**config.mk**
```make
export PLATFORM = sky130hd
export DESIGN_NAME = http_request_framer_top
export DESIGN_NICKNAME = d
export VERILOG_FILES = /design/src/hdl/hrf_pkg.sv /design/src/hdl/hrf_byte_parser.sv /design/src/hdl/http_request_framer_top.sv
export SDC_FILE = /design/constraint.sdc
export NUM_CORES = 1
export LEC_CHECK = 0
export ABC_AREA = 1
export BUFFER_PORTS_ARGS = -buffer_cell sky130_fd_sc_hd__buf_4
export CAP_MARGIN = 20
export CORE_UTILIZATION = 44
export DETAILED_ROUTE_END_ITERATION = 8
export SYNTH_ARGS = -nofsm -noshare
export SYNTH_HDL_FRONTEND = slang
export SYNTH_SLANG_ARGS = --single-unit
```
**constraint.sdc**
```tcl
create_clock -name aclk -period 6.7 [get_ports aclk]
set_clock_uncertainty 0.1 [all_clocks]
set_input_delay 1.34 -clock aclk [delete_from_list [all_inputs] [get_ports aclk]]
set_output_delay 1.34 -clock aclk [all_outputs]
set_load 0.01 [all_outputs]
```
**src/hdl/hrf_pkg.sv**
```systemverilog
// ---------------------------------------------------------------------------
// hrf_pkg
// Types, codes and match strings shared by the HTTP request framer.
// ---------------------------------------------------------------------------
`default_nettype none

package hrf_pkg;

    localparam int COUNT_WIDTH = 20;
    localparam logic [COUNT_WIDTH-1:0] COUNT_MAX = {COUNT_WIDTH{1'b1}};

    // Length of "content-length: "
    localparam logic [4:0] NAME_LEN = 5'd16;

    // Byte roles
    localparam logic [1:0] ROLE_HEADER = 2'd0;
    localparam logic [1:0] ROLE_URL    = 2'd1;
    localparam logic [1:0] ROLE_BODY   = 2'd2;

    // Method codes
    localparam logic [1:0] METHOD_GET    = 2'd0;
    localparam logic [1:0] METHOD_POST   = 2'd1;
    localparam logic [1:0] METHOD_DELETE = 2'd2;

    // Characters
    localparam logic [7:0] CH_SPACE = 8'h20;
    localparam logic [7:0] CH_TAB   = 8'h09;
    localparam logic [7:0] CH_LF    = 8'h0A;
    localparam logic [7:0] CH_CR    = 8'h0D;
    localparam logic [7:0] CH_PLUS  = 8'h2B;
    localparam logic [7:0] CH_MINUS = 8'h2D;
    localparam logic [7:0] CH_ZERO  = 8'h30;
    localparam logic [7:0] CH_NINE  = 8'h39;
    localparam logic [7:0] CH_UPPER_A = 8'h41;
    localparam logic [7:0] CH_UPPER_Z = 8'h5A;
    localparam logic [7:0] CH_LOWER_C = 8'h63;
    localparam logic [7:0] CASE_OFFSET = 8'h20;

    typedef enum logic [1:0] {
        DIG_WAIT,
        DIG_NUMBER,
        DIG_DONE
    } hrf_digit_phase_t;

    typedef struct packed {
        logic       start_of_request;
        logic [7:0] data_byte;
    } hrf_in_t;

    typedef struct packed {
        logic [7:0] out_byte;
        logic [1:0] byte_role;
        logic [1:0] method_code;
        logic       headers_done;
        logic       length_seen;
        logic       request_complete;
    } hrf_out_t;

    // "content-length: ", lower case
    function automatic logic [7:0] name_char(input logic [3:0] idx);
        logic [7:0] c;
        case (idx)
            4'd0:    c = 8'h63; // c
            4'd1:    c = 8'h6F; // o
            4'd2:    c = 8'h6E; // n
            4'd3:    c = 8'h74; // t
            4'd4:    c = 8'h65; // e
            4'd5:    c = 8'h6E; // n
            4'd6:    c = 8'h74; // t
            4'd7:    c = 8'h2D; // -
            4'd8:    c = 8'h6C; // l
            4'd9:    c = 8'h65; // e
            4'd10:   c = 8'h6E; // n
            4'd11:   c = 8'h67; // g
            4'd12:   c = 8'h74; // t
            4'd13:   c = 8'h68; // h
            4'd14:   c = 8'h3A; // :
            default: c = 8'h20; // space
        endcase
        return c;
    endfunction

    // "POST"
    function automatic logic [7:0] post_char(input logic [1:0] idx);
        logic [7:0] c;
        case (idx)
            2'd0:    c = 8'h50;
            2'd1:    c = 8'h4F;
            2'd2:    c = 8'h53;
            default: c = 8'h54;
        endcase
        return c;
    endfunction

    // "DELETE"
    function automatic logic [7:0] delete_char(input logic [2:0] idx);
        logic [7:0] c;
        case (idx)
            3'd0:    c = 8'h44;
            3'd1:    c = 8'h45;
            3'd2:    c = 8'h4C;
            3'd3:    c = 8'h45;
            3'd4:    c = 8'h54;
            default: c = 8'h45;
        endcase
        return c;
    endfunction

endpackage

`default_nettype wire

```
**src/hdl/hrf_byte_parser.sv**
```systemverilog
// ---------------------------------------------------------------------------
// hrf_byte_parser
// Per-byte parse state and the result for the byte being taken.
// ---------------------------------------------------------------------------
`default_nettype none

module hrf_byte_parser (
    input  wire logic              aclk,
    input  wire logic              aresetn,
    input  wire logic              step_en,
    input  wire hrf_pkg::hrf_in_t  in_item,
    output hrf_pkg::hrf_out_t      result
);
    import hrf_pkg::*;

    logic [2:0]             blank_reg,     blank_next;
    logic [4:0]             name_prog_reg, name_prog_next;
    logic                   len_found_reg, len_found_next;
    hrf_digit_phase_t       digit_reg,     digit_next;
    logic                   len_neg_reg,   len_neg_next;
    logic [COUNT_WIDTH-1:0] decl_len_reg,  decl_len_next;
    logic [COUNT_WIDTH-1:0] body_cnt_reg,  body_cnt_next;
    logic                   hdr_end_reg,   hdr_end_next;
    logic [2:0]             meth_prog_reg, meth_prog_next;
    logic [1:0]             meth_st_reg,   meth_st_next;
    logic [1:0]             space_reg,     space_next;

    // State as seen by this byte: a start mark restarts from reset values
    logic [2:0]             cur_blank;
    logic [4:0]             cur_name_prog;
    logic                   cur_len_found;
    hrf_digit_phase_t       cur_digit;
    logic                   cur_len_neg;
    logic [COUNT_WIDTH-1:0] cur_decl_len;
    logic [COUNT_WIDTH-1:0] cur_body_cnt;
    logic                   cur_hdr_end;
    logic [2:0]             cur_meth_prog;
    logic [1:0]             cur_meth_st;
    logic [1:0]             cur_space;

    logic [7:0]             b;
    logic [7:0]             low;
    logic                   is_digit;
    logic                   is_ws;
    logic                   is_sign;
    logic [COUNT_WIDTH+3:0] times_ten;
    hrf_digit_phase_t       digit_parse;
    logic [1:0]             role;
    logic [1:0]             code;
    logic [COUNT_WIDTH-1:0] eff_len;

    assign b        = in_item.data_byte;
    assign low      = (b >= CH_UPPER_A && b <= CH_UPPER_Z) ? b + CASE_OFFSET : b;
    assign is_digit = (b >= CH_ZERO) && (b <= CH_NINE);
    assign is_ws    = (b == CH_SPACE) || (b >= CH_TAB && b <= CH_CR);
    assign is_sign  = (b == CH_PLUS) || (b == CH_MINUS);

    always_comb begin
        if (in_item.start_of_request) begin
            cur_blank     = '0;
            cur_name_prog = '0;
            cur_len_found = 1'b0;
            cur_digit     = DIG_WAIT;
            cur_len_neg   = 1'b0;
            cur_decl_len  = '0;
            cur_body_cnt  = '0;
            cur_hdr_end   = 1'b0;
            cur_meth_prog = '0;
            cur_meth_st   = 2'b11;
            cur_space     = '0;
        end else begin
            cur_blank     = blank_reg;
            cur_name_prog = name_prog_reg;
            cur_len_found = len_found_reg;
            cur_digit     = digit_reg;
            cur_len_neg   = len_neg_reg;
            cur_decl_len  = decl_len_reg;
            cur_body_cnt  = body_cnt_reg;
            cur_hdr_end   = hdr_end_reg;
            cur_meth_prog = meth_prog_reg;
            cur_meth_st   = meth_st_reg;
            cur_space     = space_reg;
        end
    end

    // Value parse phase: wait (skip white space), in number, done
    always_comb begin
        digit_parse = cur_digit;
        if (cur_len_found) begin
            case (cur_digit)
                DIG_WAIT: begin
                    if (is_digit || is_sign) begin
                        digit_parse = DIG_NUMBER;
                    end else if (!is_ws) begin
                        digit_parse = DIG_DONE;
                    end
                end
                DIG_NUMBER: begin
                    if (!is_digit) begin
                        digit_parse = DIG_DONE;
                    end
                end
                default: digit_parse = cur_digit;
            endcase
        end
    end

    // v*10 + digit, one extra nibble of headroom for the saturation check
    assign times_ten = ({4'd0, cur_decl_len} << 3) + ({4'd0, cur_decl_len} << 1)
                     + {{(COUNT_WIDTH){1'b0}}, b[3:0] - CH_ZERO[3:0]};

    always_comb begin
        // role from state before this byte
        if (cur_hdr_end) begin
            role = ROLE_BODY;
        end else if (cur_space == 2'd1 && b != CH_SPACE) begin
            role = ROLE_URL;
        end else begin
            role = ROLE_HEADER;
        end

        // method match
        meth_st_next = cur_meth_st;
        if (cur_meth_prog < 3'd6) begin
            if (cur_meth_prog < 3'd4 && b != post_char(cur_meth_prog[1:0])) begin
                meth_st_next[0] = 1'b0;
            end
            if (b != delete_char(cur_meth_prog)) begin
                meth_st_next[1] = 1'b0;
            end
        end
        meth_prog_next = (cur_meth_prog != 3'd7) ? cur_meth_prog + 3'd1 : cur_meth_prog;
        if (meth_st_next[0] && meth_prog_next >= 3'd4) begin
            code = METHOD_POST;
        end else if (meth_st_next[1] && meth_prog_next >= 3'd6) begin
            code = METHOD_DELETE;
        end else begin
            code = METHOD_GET;
        end

        space_next = (b == CH_SPACE && cur_space < 2'd2) ? cur_space + 2'd1 : cur_space;

        // number value
        decl_len_next = cur_decl_len;
        len_neg_next  = cur_len_neg;
        if (cur_len_found && cur_digit != DIG_DONE) begin
            if (is_digit) begin
                decl_len_next = (times_ten[COUNT_WIDTH+3:COUNT_WIDTH] != 4'd0)
                              ? COUNT_MAX : times_ten[COUNT_WIDTH-1:0];
            end else if (cur_digit == DIG_WAIT && is_sign) begin
                len_neg_next = (b == CH_MINUS);
            end
        end
        digit_next = digit_parse;

        // header name match, only before the end of headers
        name_prog_next = cur_name_prog;
        len_found_next = cur_len_found;
        if (!cur_hdr_end && !cur_len_found) begin
            if (low == name_char(cur_name_prog[3:0])) begin
                name_prog_next = cur_name_prog + 5'd1;
            end else begin
                name_prog_next = (low == CH_LOWER_C) ? 5'd1 : 5'd0;
            end
            if (name_prog_next >= NAME_LEN) begin
                name_prog_next = NAME_LEN;
                len_found_next = 1'b1;
                digit_next     = DIG_WAIT;
            end
        end

        // CR LF CR LF
        blank_next   = cur_blank;
        hdr_end_next = cur_hdr_end;
        if (!cur_hdr_end) begin
            if (b == CH_CR) begin
                blank_next = (cur_blank == 3'd2) ? 3'd3 : 3'd1;
            end else if (b == CH_LF && cur_blank == 3'd1) begin
                blank_next = 3'd2;
            end else if (b == CH_LF && cur_blank == 3'd3) begin
                blank_next   = 3'd4;
                hdr_end_next = 1'b1;
            end else begin
                blank_next = 3'd0;
            end
        end

        body_cnt_next = (role == ROLE_BODY && cur_body_cnt != COUNT_MAX)
                      ? cur_body_cnt + 1'b1 : cur_body_cnt;
    end

    assign eff_len = len_neg_next ? '0 : decl_len_next;

    always_comb begin
        result.out_byte         = b;
        result.byte_role        = role;
        result.method_code      = code;
        result.headers_done     = hdr_end_next;
        result.length_seen      = len_found_next;
        result.request_complete = hdr_end_next
                                && (!len_found_next || body_cnt_next >= eff_len);
    end

    always_ff @(posedge aclk) begin
        if (!aresetn) begin
            blank_reg     <= '0;
            name_prog_reg <= '0;
            len_found_reg <= 1'b0;
            digit_reg     <= DIG_WAIT;
            len_neg_reg   <= 1'b0;
            decl_len_reg  <= '0;
            body_cnt_reg  <= '0;
            hdr_end_reg   <= 1'b0;
            meth_prog_reg <= '0;
            meth_st_reg   <= 2'b11;
            space_reg     <= '0;
        end else if (step_en) begin
            blank_reg     <= blank_next;
            name_prog_reg <= name_prog_next;
            len_found_reg <= len_found_next;
            digit_reg     <= digit_next;
            len_neg_reg   <= len_neg_next;
            decl_len_reg  <= decl_len_next;
            body_cnt_reg  <= body_cnt_next;
            hdr_end_reg   <= hdr_end_next;
            meth_prog_reg <= meth_prog_next;
            meth_st_reg   <= meth_st_next;
            space_reg     <= space_next;
        end
    end

endmodule

`default_nettype wire

```
**src/hdl/http_request_framer_top.sv**
```systemverilog
// ---------------------------------------------------------------------------
// http_request_framer_top
// Byte-serial HTTP request framer: tags each byte with its role, the
// method, header end, content-length presence and request completion.
// ---------------------------------------------------------------------------
//  Channel | Ports                          | Direction | Content
//  --------+--------------------------------+-----------+----------------------
//  s_      | s_valid, s_ready, s_payload    | in        | start mark, raw byte
//  m_      | m_valid, m_ready, m_payload    | out       | byte and its tags
//
//  One transfer in and one transfer out per byte; a byte can be taken every
//  cycle unless m_ stalls; each result is held in the single result register.
//  s_ready stays high while the result register is empty or is being drained
//  in the same cycle, so a stall on m_ stalls s_ only while a result waits.
//  aresetn is synchronous; s_ready is held low after it until run_reg is set.
// ---------------------------------------------------------------------------
`default_nettype none

module http_request_framer_top (
    input  wire logic              aclk,
    input  wire logic              aresetn,
    input  wire logic              s_valid,
    output      logic              s_ready,
    input  wire hrf_pkg::hrf_in_t  s_payload,
    output      logic              m_valid,
    input  wire logic              m_ready,
    output      hrf_pkg::hrf_out_t m_payload
);
    import hrf_pkg::*;

    logic     run_reg;      // high once reset has been released
    logic     m_valid_reg;
    hrf_out_t result_reg;
    hrf_out_t result_next;
    logic     s_fire;

    // Take a new byte when the result register is free or drains this cycle
    assign s_ready = run_reg && (!m_valid_reg || m_ready);
    assign s_fire  = s_valid && s_ready;

    // Parse state lives in the parser and advances on each input transfer
    hrf_byte_parser u_parser (
        .aclk    (aclk),
        .aresetn (aresetn),
        .step_en (s_fire),
        .in_item (s_payload),
        .result  (result_next)
    );

    always_ff @(posedge aclk) begin
        if (!aresetn) begin
            run_reg     <= 1'b0;
            m_valid_reg <= 1'b0;
        end else begin
            run_reg <= 1'b1;
            if (s_fire) begin
                m_valid_reg <= 1'b1;
            end else if (m_ready) begin
                m_valid_reg <= 1'b0;
            end
        end
    end

    // Result payload, no reset needed
    always_ff @(posedge aclk) begin
        if (s_fire) begin
            result_reg <= result_next;
        end
    end

    assign m_valid   = m_valid_reg;
    assign m_payload = result_reg;

endmodule

`default_nettype wire

```
== After elaboration in Yosys (flattened, before gate mapping) ==
Memories as Yosys holds them, arrays and structs flattened.
Index checks and enable logic that the tools add are counted.

* Flip-flop bits (word level): 77
* ROM bits: 96
* Bits of input ports: 13
* Output and inout port bits: 17
* Word-level logic and storage cells: 153
* Memories: 1

{| class="wikitable"
|+ Memories
! memory !! depth !! width !! read ports !! clocked after Yosys merged registers in !! write ports !! line !! RTL
|-
| (no name shown) || 16 || 6 || 1 || 0 || 0 || hrf_pkg.sv:62 || <nowiki>case (idx)</nowiki>
|}

* Add/sub/neg operators: 7
* $lt $le $gt $ge: 13
* Eq/ne operators: 23
* Mux-type cells: 59
* Reduce and logical (&&, ||, !) cells: 31

{| class="wikitable"
|+ Operator list
! cell !! number
|-
| two-way mux 20 bit || 7
|-
| two-way mux 8 bit || 4
|-
| case mux 5 bit (3 select lines) || 2
|-
| two-way mux 2 bit || 14
|-
| two-way mux 5 bit || 5
|-
| adder 23 x 21 -> 24 bit || 1
|-
| adder 24 x 4 -> 24 bit || 1
|-
| == test 8 x 6 -> 1 bit, second input constant || 3
|-
| two-way mux 3 bit || 7
|-
| adder 20 x 1 -> 20 bit, second input constant || 1
|-
| >= comparator 20 bit || 1
|-
| != test 20 bit, second input constant || 1
|-
| two-way mux 1 bit || 19
|-
| logical AND 1 bit || 17
|-
| == test 8 x 4 -> 1 bit, second input constant || 2
|-
| != test 8 bit || 2
|-
| == test 3 x 2 -> 1 bit, second input constant || 3
|-
| adder 8 x 6 -> 8 bit, second input constant || 1
|-
| == test 8 x 7 -> 1 bit, second input constant || 1
|-
| == test 8 bit || 1
|-
| >= comparator 8 x 4 -> 1 bit, second input constant || 1
|-
| >= comparator 8 x 6 -> 1 bit, second input constant || 1
|-
| >= comparator 8 x 7 -> 1 bit, second input constant || 1
|-
| <= comparator 8 x 4 -> 1 bit, second input constant || 1
|-
| other kinds (23) || 36
|}

== Logic depth before layout (Yosys ltp) ==
Gate-level depths: netlist of the first run.

* Word-level depth: 13
* Depth in mapped cells: 33

== Modules after synthesis ==
Synthesis of the first run repeated with hierarchy kept, for this count alone.

* Cell total of the unflattened synthesis: 1,162
* Area total of the unflattened synthesis: 7,429.6 sq um

{| class="wikitable"
|+ By module, submodules not included
! module !! times used !! cells an instance !! area an instance (sq um)
|-
| hrf_byte_parser || 1 || 1,135 || 6,894.1
|-
| http_request_framer_top || 1 || 27 || 535.5
|}

== Least setup slack after synthesis of the first run ==
OpenSTA, ideal clock, no wires.

* Path kind: input to register
* Start point: in s_payload[8] in the netlist's numbering
* End point: reg result_reg (netlist bit m_payload[0]), data pin
* Setup time: 0.260 ns
* Arrival time: 5.054 ns
* Path slack: 1.286 ns
* Stages on the path: 28
* Path buffers: 4
* Cells stage by stage: inv_2 buf_4 clkbuf_1 buf_2 nand2_1 inv_1 ha_1 ha_1 fa_1 nand3_1 nand3_1 nand3_2 nand4_1 nand2_2 nor2_4 nand2_4 buf_8 o21ai_2 or2_1 ha_1 a21oi_1 o21ai_0 nand2_1 o211ai_1 nand2_1 nand3_1 a21oi_1 a21oi_1

{| class="wikitable"
|+ RTL lines
! element !! line !! RTL
|-
| from (decl) || http_request_framer_top.sv:24 || <nowiki>input wire hrf_pkg::hrf_in_t s_payload,</nowiki>
|-
| to (signal assigned) || http_request_framer_top.sv:67 || <nowiki>result_reg <= result_next;</nowiki>
|-
| to (decl) || http_request_framer_top.sv:33 || <nowiki>hrf_out_t result_reg;</nowiki>
|}

==> results.json, run 1 <==
{
  "outcome": "completed",
  "syn_nets": 1214,
  "fin_tns_setup_ps": 0,
  "crit_family": "simple AND/OR/NAND/NOR gates",
  "antenna_found_initial": 0,
  "cpPeakStageDelay_ps": 480,
  "crit_path_end": "m_payload[0]",
  "startpoint": "s_payload[8]",
  "num_vias": 7058,
  "grt_start_max_net_pins": 46,
  "dp_slack_ps": 866,
  "num-nets-final": 1225,
  "cts_tree": "yes",
  "ys.flop_type": "dfxtp_1",
  "clock_path_buffers": 2,
  "endpoint_kind": "flip-flop",
  "cp.required_ps": 6680,
  "worstSetupStartpointType": "input pin",
  "seq_area_mm2": 0.00169,
  "htreeDepth": 3,
  "worst_slew_pin_slew_ps": 648,
  "drv_slew": 0,
  "core_area_mm2": 0.0166,
  "holdCritPathClass": "reg -> reg",
  "root_buffer": "clkbuf_16",
  "drc_errors": 0,
  "rows": 47,
  "ctsHoldBuffers": 0,
  "clock_latency_ps": 350,
  "die-area_mm2": 0.0175,
  "syn_area_mm2": 0.00745,
  "worstRegToRegCells": 24,
  "critPathBufInv": 3,
  "max_freq_ghz": 0.181,
  "dp_hpwl_mm": 15.0,
  "first_pass_iters": 5,
  "rsz0062_at_grt": "no",
  "synth.avg_cell_area_um2": 6.61,
  "path_class": "in -> reg",
  "leakage_nw": 3.98,
  "numCtsBuffers": 9,
  "num-fill-cells": 1741,
  "maxCapViolCount": 0,
  "seq_area_frac_synth_pct": 22.7,
  "p_total_mw": 1.30,
  "peakVddDrop_mv": 0.137,
  "synthArstFlopShare_pct": 0,
  "post_cts_buffers": 0,
  "synth_edf_count": 15,
  "timing.rr.end": "m_payload[0]",
  "syn_to_final_growth_pct": 8.60,
  "die_w_um": 132,
  "synthCells": 1128,
  "vias_per_cell": 5.17,
  "grt_pass1_wl_mm": 32.4,
  "grt-ovfl-total": 0,
  "powerDensity_mw_per_mm2": 161,
  "finalCritPeriodShare_pct": 82.3,
  "routedWlPerCell_um": 14.2,
  "crit_slowest_cell": "fa_1",
  "reg2reg_slack_ps": 2470,
  "drt-total-wl_mm": 19.3,
  "hold_viol_final": 0,
  "finalSetupViolCount": 0,
  "cts_sinks": 77,
  "setup_ws_ps": 1190,
  "ant_nets": 0,
  "critPathArrivalTime_ps": 5500,
  "track_usage_pct": 22.8,
  "grt_pass1_vias": 6598,
  "fin_hold_ws_ps": 366,
  "drtIter0Drc": 453,
  "portBuffers": 29,
  "synth-seq-cells": 77,
  "gp_congestion": 0.895,
  "initial_core_util_pct": 44.9,
  "clk_pin_slew_worst_paths_ps": 60,
  "die_h_um": 132,
  "ioPinCount": 30,
  "crit_cells": 26,
  "multi_input_area_mm2": 0.00491,
  "r2r-start": "u_parser.decl_len_reg[0]",
  "path_max_fanout": 29,
  "synth_cell_types": 53,
  "drive_above_1_share_pct": 12.2,
  "period_needed_ps": 5510,
  "yosysWarnings": 0,
  "post_cts_resize_count": 0,
  "slew_headroom_pct": 56.5,
  "antenna-diode-count": 0
}
==> synth_stat cells (3+ instances only) <==
master      n  area [um^2]
buf_2       6         30.0
a21oi_1   102          510
nand4_1    27          169
xor2_1     27          236
nand3_1    68          340
nand2_1   251          942
edfxtp_1   15          450
nor2_4      4         45.0
dfxtp_1    62         1240
nor4_1      3         18.8
nand3_2     9         90.1
xnor2_1    10         87.6
o21ai_2    11         96.3
ha_1       72          901
buf_6       4         45.0
nand2_2    18          113
inv_2      12         45.0
nor3_1     10         50.1
a31oi_1     3         18.8
or2_2       3         18.8
or2_1      14         87.6
nand2_4     3         33.8
a21oi_2     4         35.0
nand3b_1    3         22.5
nor2_1     89          334
o21ai_1    11         55.1
nor2_2     12         75.1
clkbuf_1   18         67.6
nor3_2      5         50.1
inv_1     155          582
o211ai_1    4         30.0
buf_4       4         30.0
o21ai_0    64          320
o21bai_1    3         22.5
==> per-layer routing <==
layer	vias to the layer above	track usage [%]	wire length, um
met3	18	3.08	724
met2	150	40.2	9310
met4	0	5.23	225
li1	3723	-	-
met1	3167	29.3	9050
met5	-	0	0
==> worst min-delay path, cell delays in order (launching register included) <==
cell and delay [ps]:
dfxtp_1 310, nand2_1 60, a21oi_1 50
==> layout make-up <==
class / count / area share (%)
tap: 220 / 3.40
timing repair buffer: 34 / 3.15
inverter: 169 / 7.87
sequential: 77 / 20.9
multi-input combinational: 848 / 60.7
clock buffer: 11 / 2.88
clock inverter: 5 / 1.05
==> stage by stage <==
stage	instances	instance area, um^2	utilization [%]
floorplan	1128	7450	-
global placement	1348	7770	46.9
detailed placement	1348	7770	46.9
CTS	1364	8090	48.8
global route	1364	8090	48.8
finish	1364	8090	48.8
==> power by group <==
group	leakage (nW)	switching [mW]	total, mW	internal (mW)
Sequential	0.652	0.0141	0.512	0.498
Clock	0.150	0.203	0.531	0.328
Combinational	3.18	0.173	0.261	0.0879
Total	3.98	0.390	1.30	0.914
==> kinds of logic (layout without fill, tap and decap cells) <==
kind of cell             after synthesis  in the layout  synth area share (%)
adder cells (fa/ha/maj)               73             73                  12.4
AO/OA/AOI/OAI                        208            208                  15.3
AND/OR/NAND/NOR                      530            530                  34.0
XOR/XNOR                              37             37                  4.35
buffers and inverters                203            219                  11.3
flip-flops                            77             77                  22.7
==> placed cells by master, fill, tap and decap left out, types with 2 or more instances in the layout <==
cell       netlist  final
nand2_1        251    251
inv_1          155    154
a21oi_1        102    102
nor2_1          89     89
ha_1            72     72
nand3_1         68     68
o21ai_0         64     64
dfxtp_1         62     62
buf_4            4     34
xor2_1          27     27
nand4_1         27     27
nand2_2         18     18
edfxtp_1        15     15
or2_1           14     14
inv_2           12     13
nor2_2          12     12
o21ai_1         11     11
o21ai_2         11     11
nor3_1          10     10
xnor2_1         10     10
nand3_2          9      9
clkbuf_16        0      9
nor3_2           5      5
a21oi_2          4      4
nor2_4           4      4
o211ai_1         4      4
nand2_4          3      3
nor4_1           3      3
o21bai_1         3      3
or2_2            3      3
nand3b_1         3      3
a31oi_1          3      3
o31ai_1          2      2
nor2_8           2      2
o41ai_1          2      2
clkbuf_1        18      2
clkinv_4         0      2
bufinv_16        0      2
==> how the worst min path moves through the flow <==
stage	end	startpoint	depth (start not counted)
floorplan	u_parser.meth_st_reg[0]	u_parser.meth_st_reg[0]	2
global placement	u_parser.space_reg[1]	u_parser.space_reg[1]	2
detailed placement	u_parser.space_reg[0]	u_parser.space_reg[0]	2
CTS	u_parser.space_reg[0]	u_parser.space_reg[0]	2
global route	u_parser.space_reg[1]	u_parser.space_reg[1]	2
finish	u_parser.space_reg[1]	u_parser.space_reg[1]	2
No activity file was read; power rests on OpenSTA's default activity.
==> inputs of run 2 (changes only) <==
clock period = 5.43 ns   (was 6.7 ns; I/O delays follow)
==> run 2 against run 1 <==
Effect of this change: flip-flop and latch count stayed put; sequential power is 23% higher; first-iteration DRC count is 3.8% lower; core utilization is 0.45 points higher; power is 23% higher; cell count is 0.51% higher; register-to-register slack worse by 1300 ps; die area stayed put; sequential share of layout area is 0.19 points lower; cell area is 0.93% higher; combinational power is 25% higher; clock-buffer cell count is 2 lower; largest cell class unchanged.
==> results.json, run 2 (synthesized netlist as in run 1, its figures left out) <==
{
  "outcome": "completed",
  "hold_path_depth": 2,
  "pwr-share-seq_pct": 39.3,
  "hold_viol_final": 0,
  "top_usage_layer": "met2",
  "path_class": "in -> reg",
  "finalCritPeriodShare_pct": 90.0,
  "slew_headroom_pct": 59.9,
  "root_buffer": "clkbuf_16",
  "met2_usage_pct": 39.4,
  "sw_frac_of_total_pct": 29.8,
  "htreeDepth": 3,
  "switchingPower_mw": 0.480,
  "r2r-start": "u_parser.decl_len_reg[13]",
  "core_area_mm2": 0.0166,
  "fin_hold_ws_ps": 365,
  "syn_to_final_growth_pct": 9.61,
  "reg2reg_slack_ps": 1180,
  "leakage_nw": 4.02,
  "hold_start": "u_parser.space_reg[0]",
  "rsz0062_at_grt": "no",
  "p_comb_share_pct": 20.3,
  "critPathArrivalTime_ps": 4880,
  "grtUsageMet1_pct": 28.8,
  "placed_area_mm2": 0.00785,
  "cts_tree": "yes",
  "grt_start_max_net_pins": 101,
  "postLayoutCellArea_mm2": 0.00817,
  "path_max_fanout": 11,
  "drc_errors": 0,
  "first_pass_iters": 5,
  "drv_slew": 0,
  "grt_pass1_wl_mm": 32.2,
  "timing.rr.end": "m_payload[0]",
  "powerDensity_mw_per_mm2": 197,
  "num-nets-final": 1232,
  "track_usage_pct": 22.9,
  "die_w_um": 132,
  "post_cts_resize_count": 0,
  "worstRegToRegCells": 22,
  "p_int_mw": 1.13,
  "worstSetupStartpointType": "input pin",
  "peakVddDrop_mv": 0.158,
  "ctsHoldBuffers": 0,
  "maxCapViolCount": 0,
  "max_freq_ghz": 0.205,
  "grt_pass1_vias": 6581,
  "drtIter0Drc": 436,
  "antenna-diode-count": 0,
  "initial_core_util_pct": 44.9,
  "clock_path_buffers": 2,
  "global_route.usage.met3_pct": 4.19,
  "cp.required_ps": 5420,
  "mostFrequentLayoutCells": "nand2_1 (251), inv_1 (154), a21oi_1 (102), nor2_1 (89), ha_1 (72)",
  "drt-total-wl_mm": 19.2,
  "period_needed_ps": 4890,
  "startpoint": "s_payload[8]",
  "crit_path_end": "m_payload[0]",
  "num_vias": 7073,
  "numCtsBuffers": 9,
  "ioPinCount": 30,
  "p_clk_share_pct": 40.4,
  "final_common_cell": "nand2_1",
  "rows": 47,
  "fin_tns_setup_ps": 0,
  "worst_slew_pin_slew_ps": 597,
  "die_h_um": 132,
  "clk_pin_slew_worst_paths_ps": 60,
  "antenna_found_initial": 0,
  "dp_hpwl_mm": 14.9,
  "gp_congestion": 0.874,
  "cts_sinks": 77,
  "holdCritPathClass": "reg -> reg",
  "endpoint_kind": "flip-flop",
  "ant_nets": 0,
  "drive_above_1_share_pct": 12.8,
  "vias_per_cell": 5.16,
  "clock_latency_ps": 350,
  "routedWlPerCell_um": 14.0,
  "grt-ovfl-total": 0,
  "post_cts_buffers": 0,
  "portBuffers": 29,
  "finalSetupViolCount": 0,
  "die-area_mm2": 0.0175
}
## run 2: worst min-delay path by stage
stage,end
global route,u_parser.space_reg[0]
floorplan,u_parser.meth_st_reg[0]
detailed placement,u_parser.space_reg[0]
CTS,u_parser.space_reg[0]
finish,u_parser.space_reg[0]
global placement,u_parser.space_reg[0]
## run 2: layout make-up
| type | instances | area, um^2 |
|---|---|---|
| Sequential cell | 77 | 1690 |
| Clock inverter | 7 | 90.1 |
| Timing Repair Buffer | 41 | 333 |
| Inverter | 169 | 637 |
| Multi-Input combinational cell | 848 | 4910 |
| Tap cell | 220 | 275 |
| Clock buffer | 9 | 225 |
| Fill cell | 1740 | 8420 |
## run 2: layer usage
metal	vias to the layer above	wire [um]
met2	157	9070
met4	0	337
met5	-	0
li1	3730	-
met3	26	839
met1	3160	9000
## run 2: power by group through the flow
stage | Clock, mW | Combinational (mW) | Sequential [mW]
5_1_grt | 0.690 | 0.372 | 0.635
4_1_cts | 0.668 | 0.329 | 0.631
3_5_place_dp | 0 | 0.327 | 0.643
3_3_place_gp | 0 | 0.324 | 0.644
2_1_floorplan | 0 | 0.243 | 0.642
6_report | 0.650 | 0.327 | 0.632
## run 2: worst max-delay path, stage by stage
cell and delay, ps:
buf_4 170, inv_2 100, buf_12 150, nand2_1 70, inv_1 60, ha_1 300, ha_1 380, nand2_1 140
nor2_2 180, nand3_1 120, nand3_2 140, nand3_2 90, nand2_1 70, nand2_1 60, nand2_2 110, nor2_8 60
nand2_4 140, buf_4 180, o21ai_2 70, or2_1 240, ha_1 320, a21oi_1 140, o21ai_0 110, nand4_1 90
nand3_1 70, a21oi_1 140, a21oi_1 80
## run 2: stage by stage
stage / total power [mW] / util [%] / worst slack [ps] / instances
final: 1.61 / 49.2 / 541 / 1371
after global routing: 1.70 / 49.2 / 141 / 1371
after CTS: 1.63 / 49.2 / 553 / 1371
after detailed placement: 0.970 / 47.3 / 206 / 1355
after global placement: 0.968 / 47.3 / 268 / 1355
after floorplan: 0.885 / - / 270 / 1128
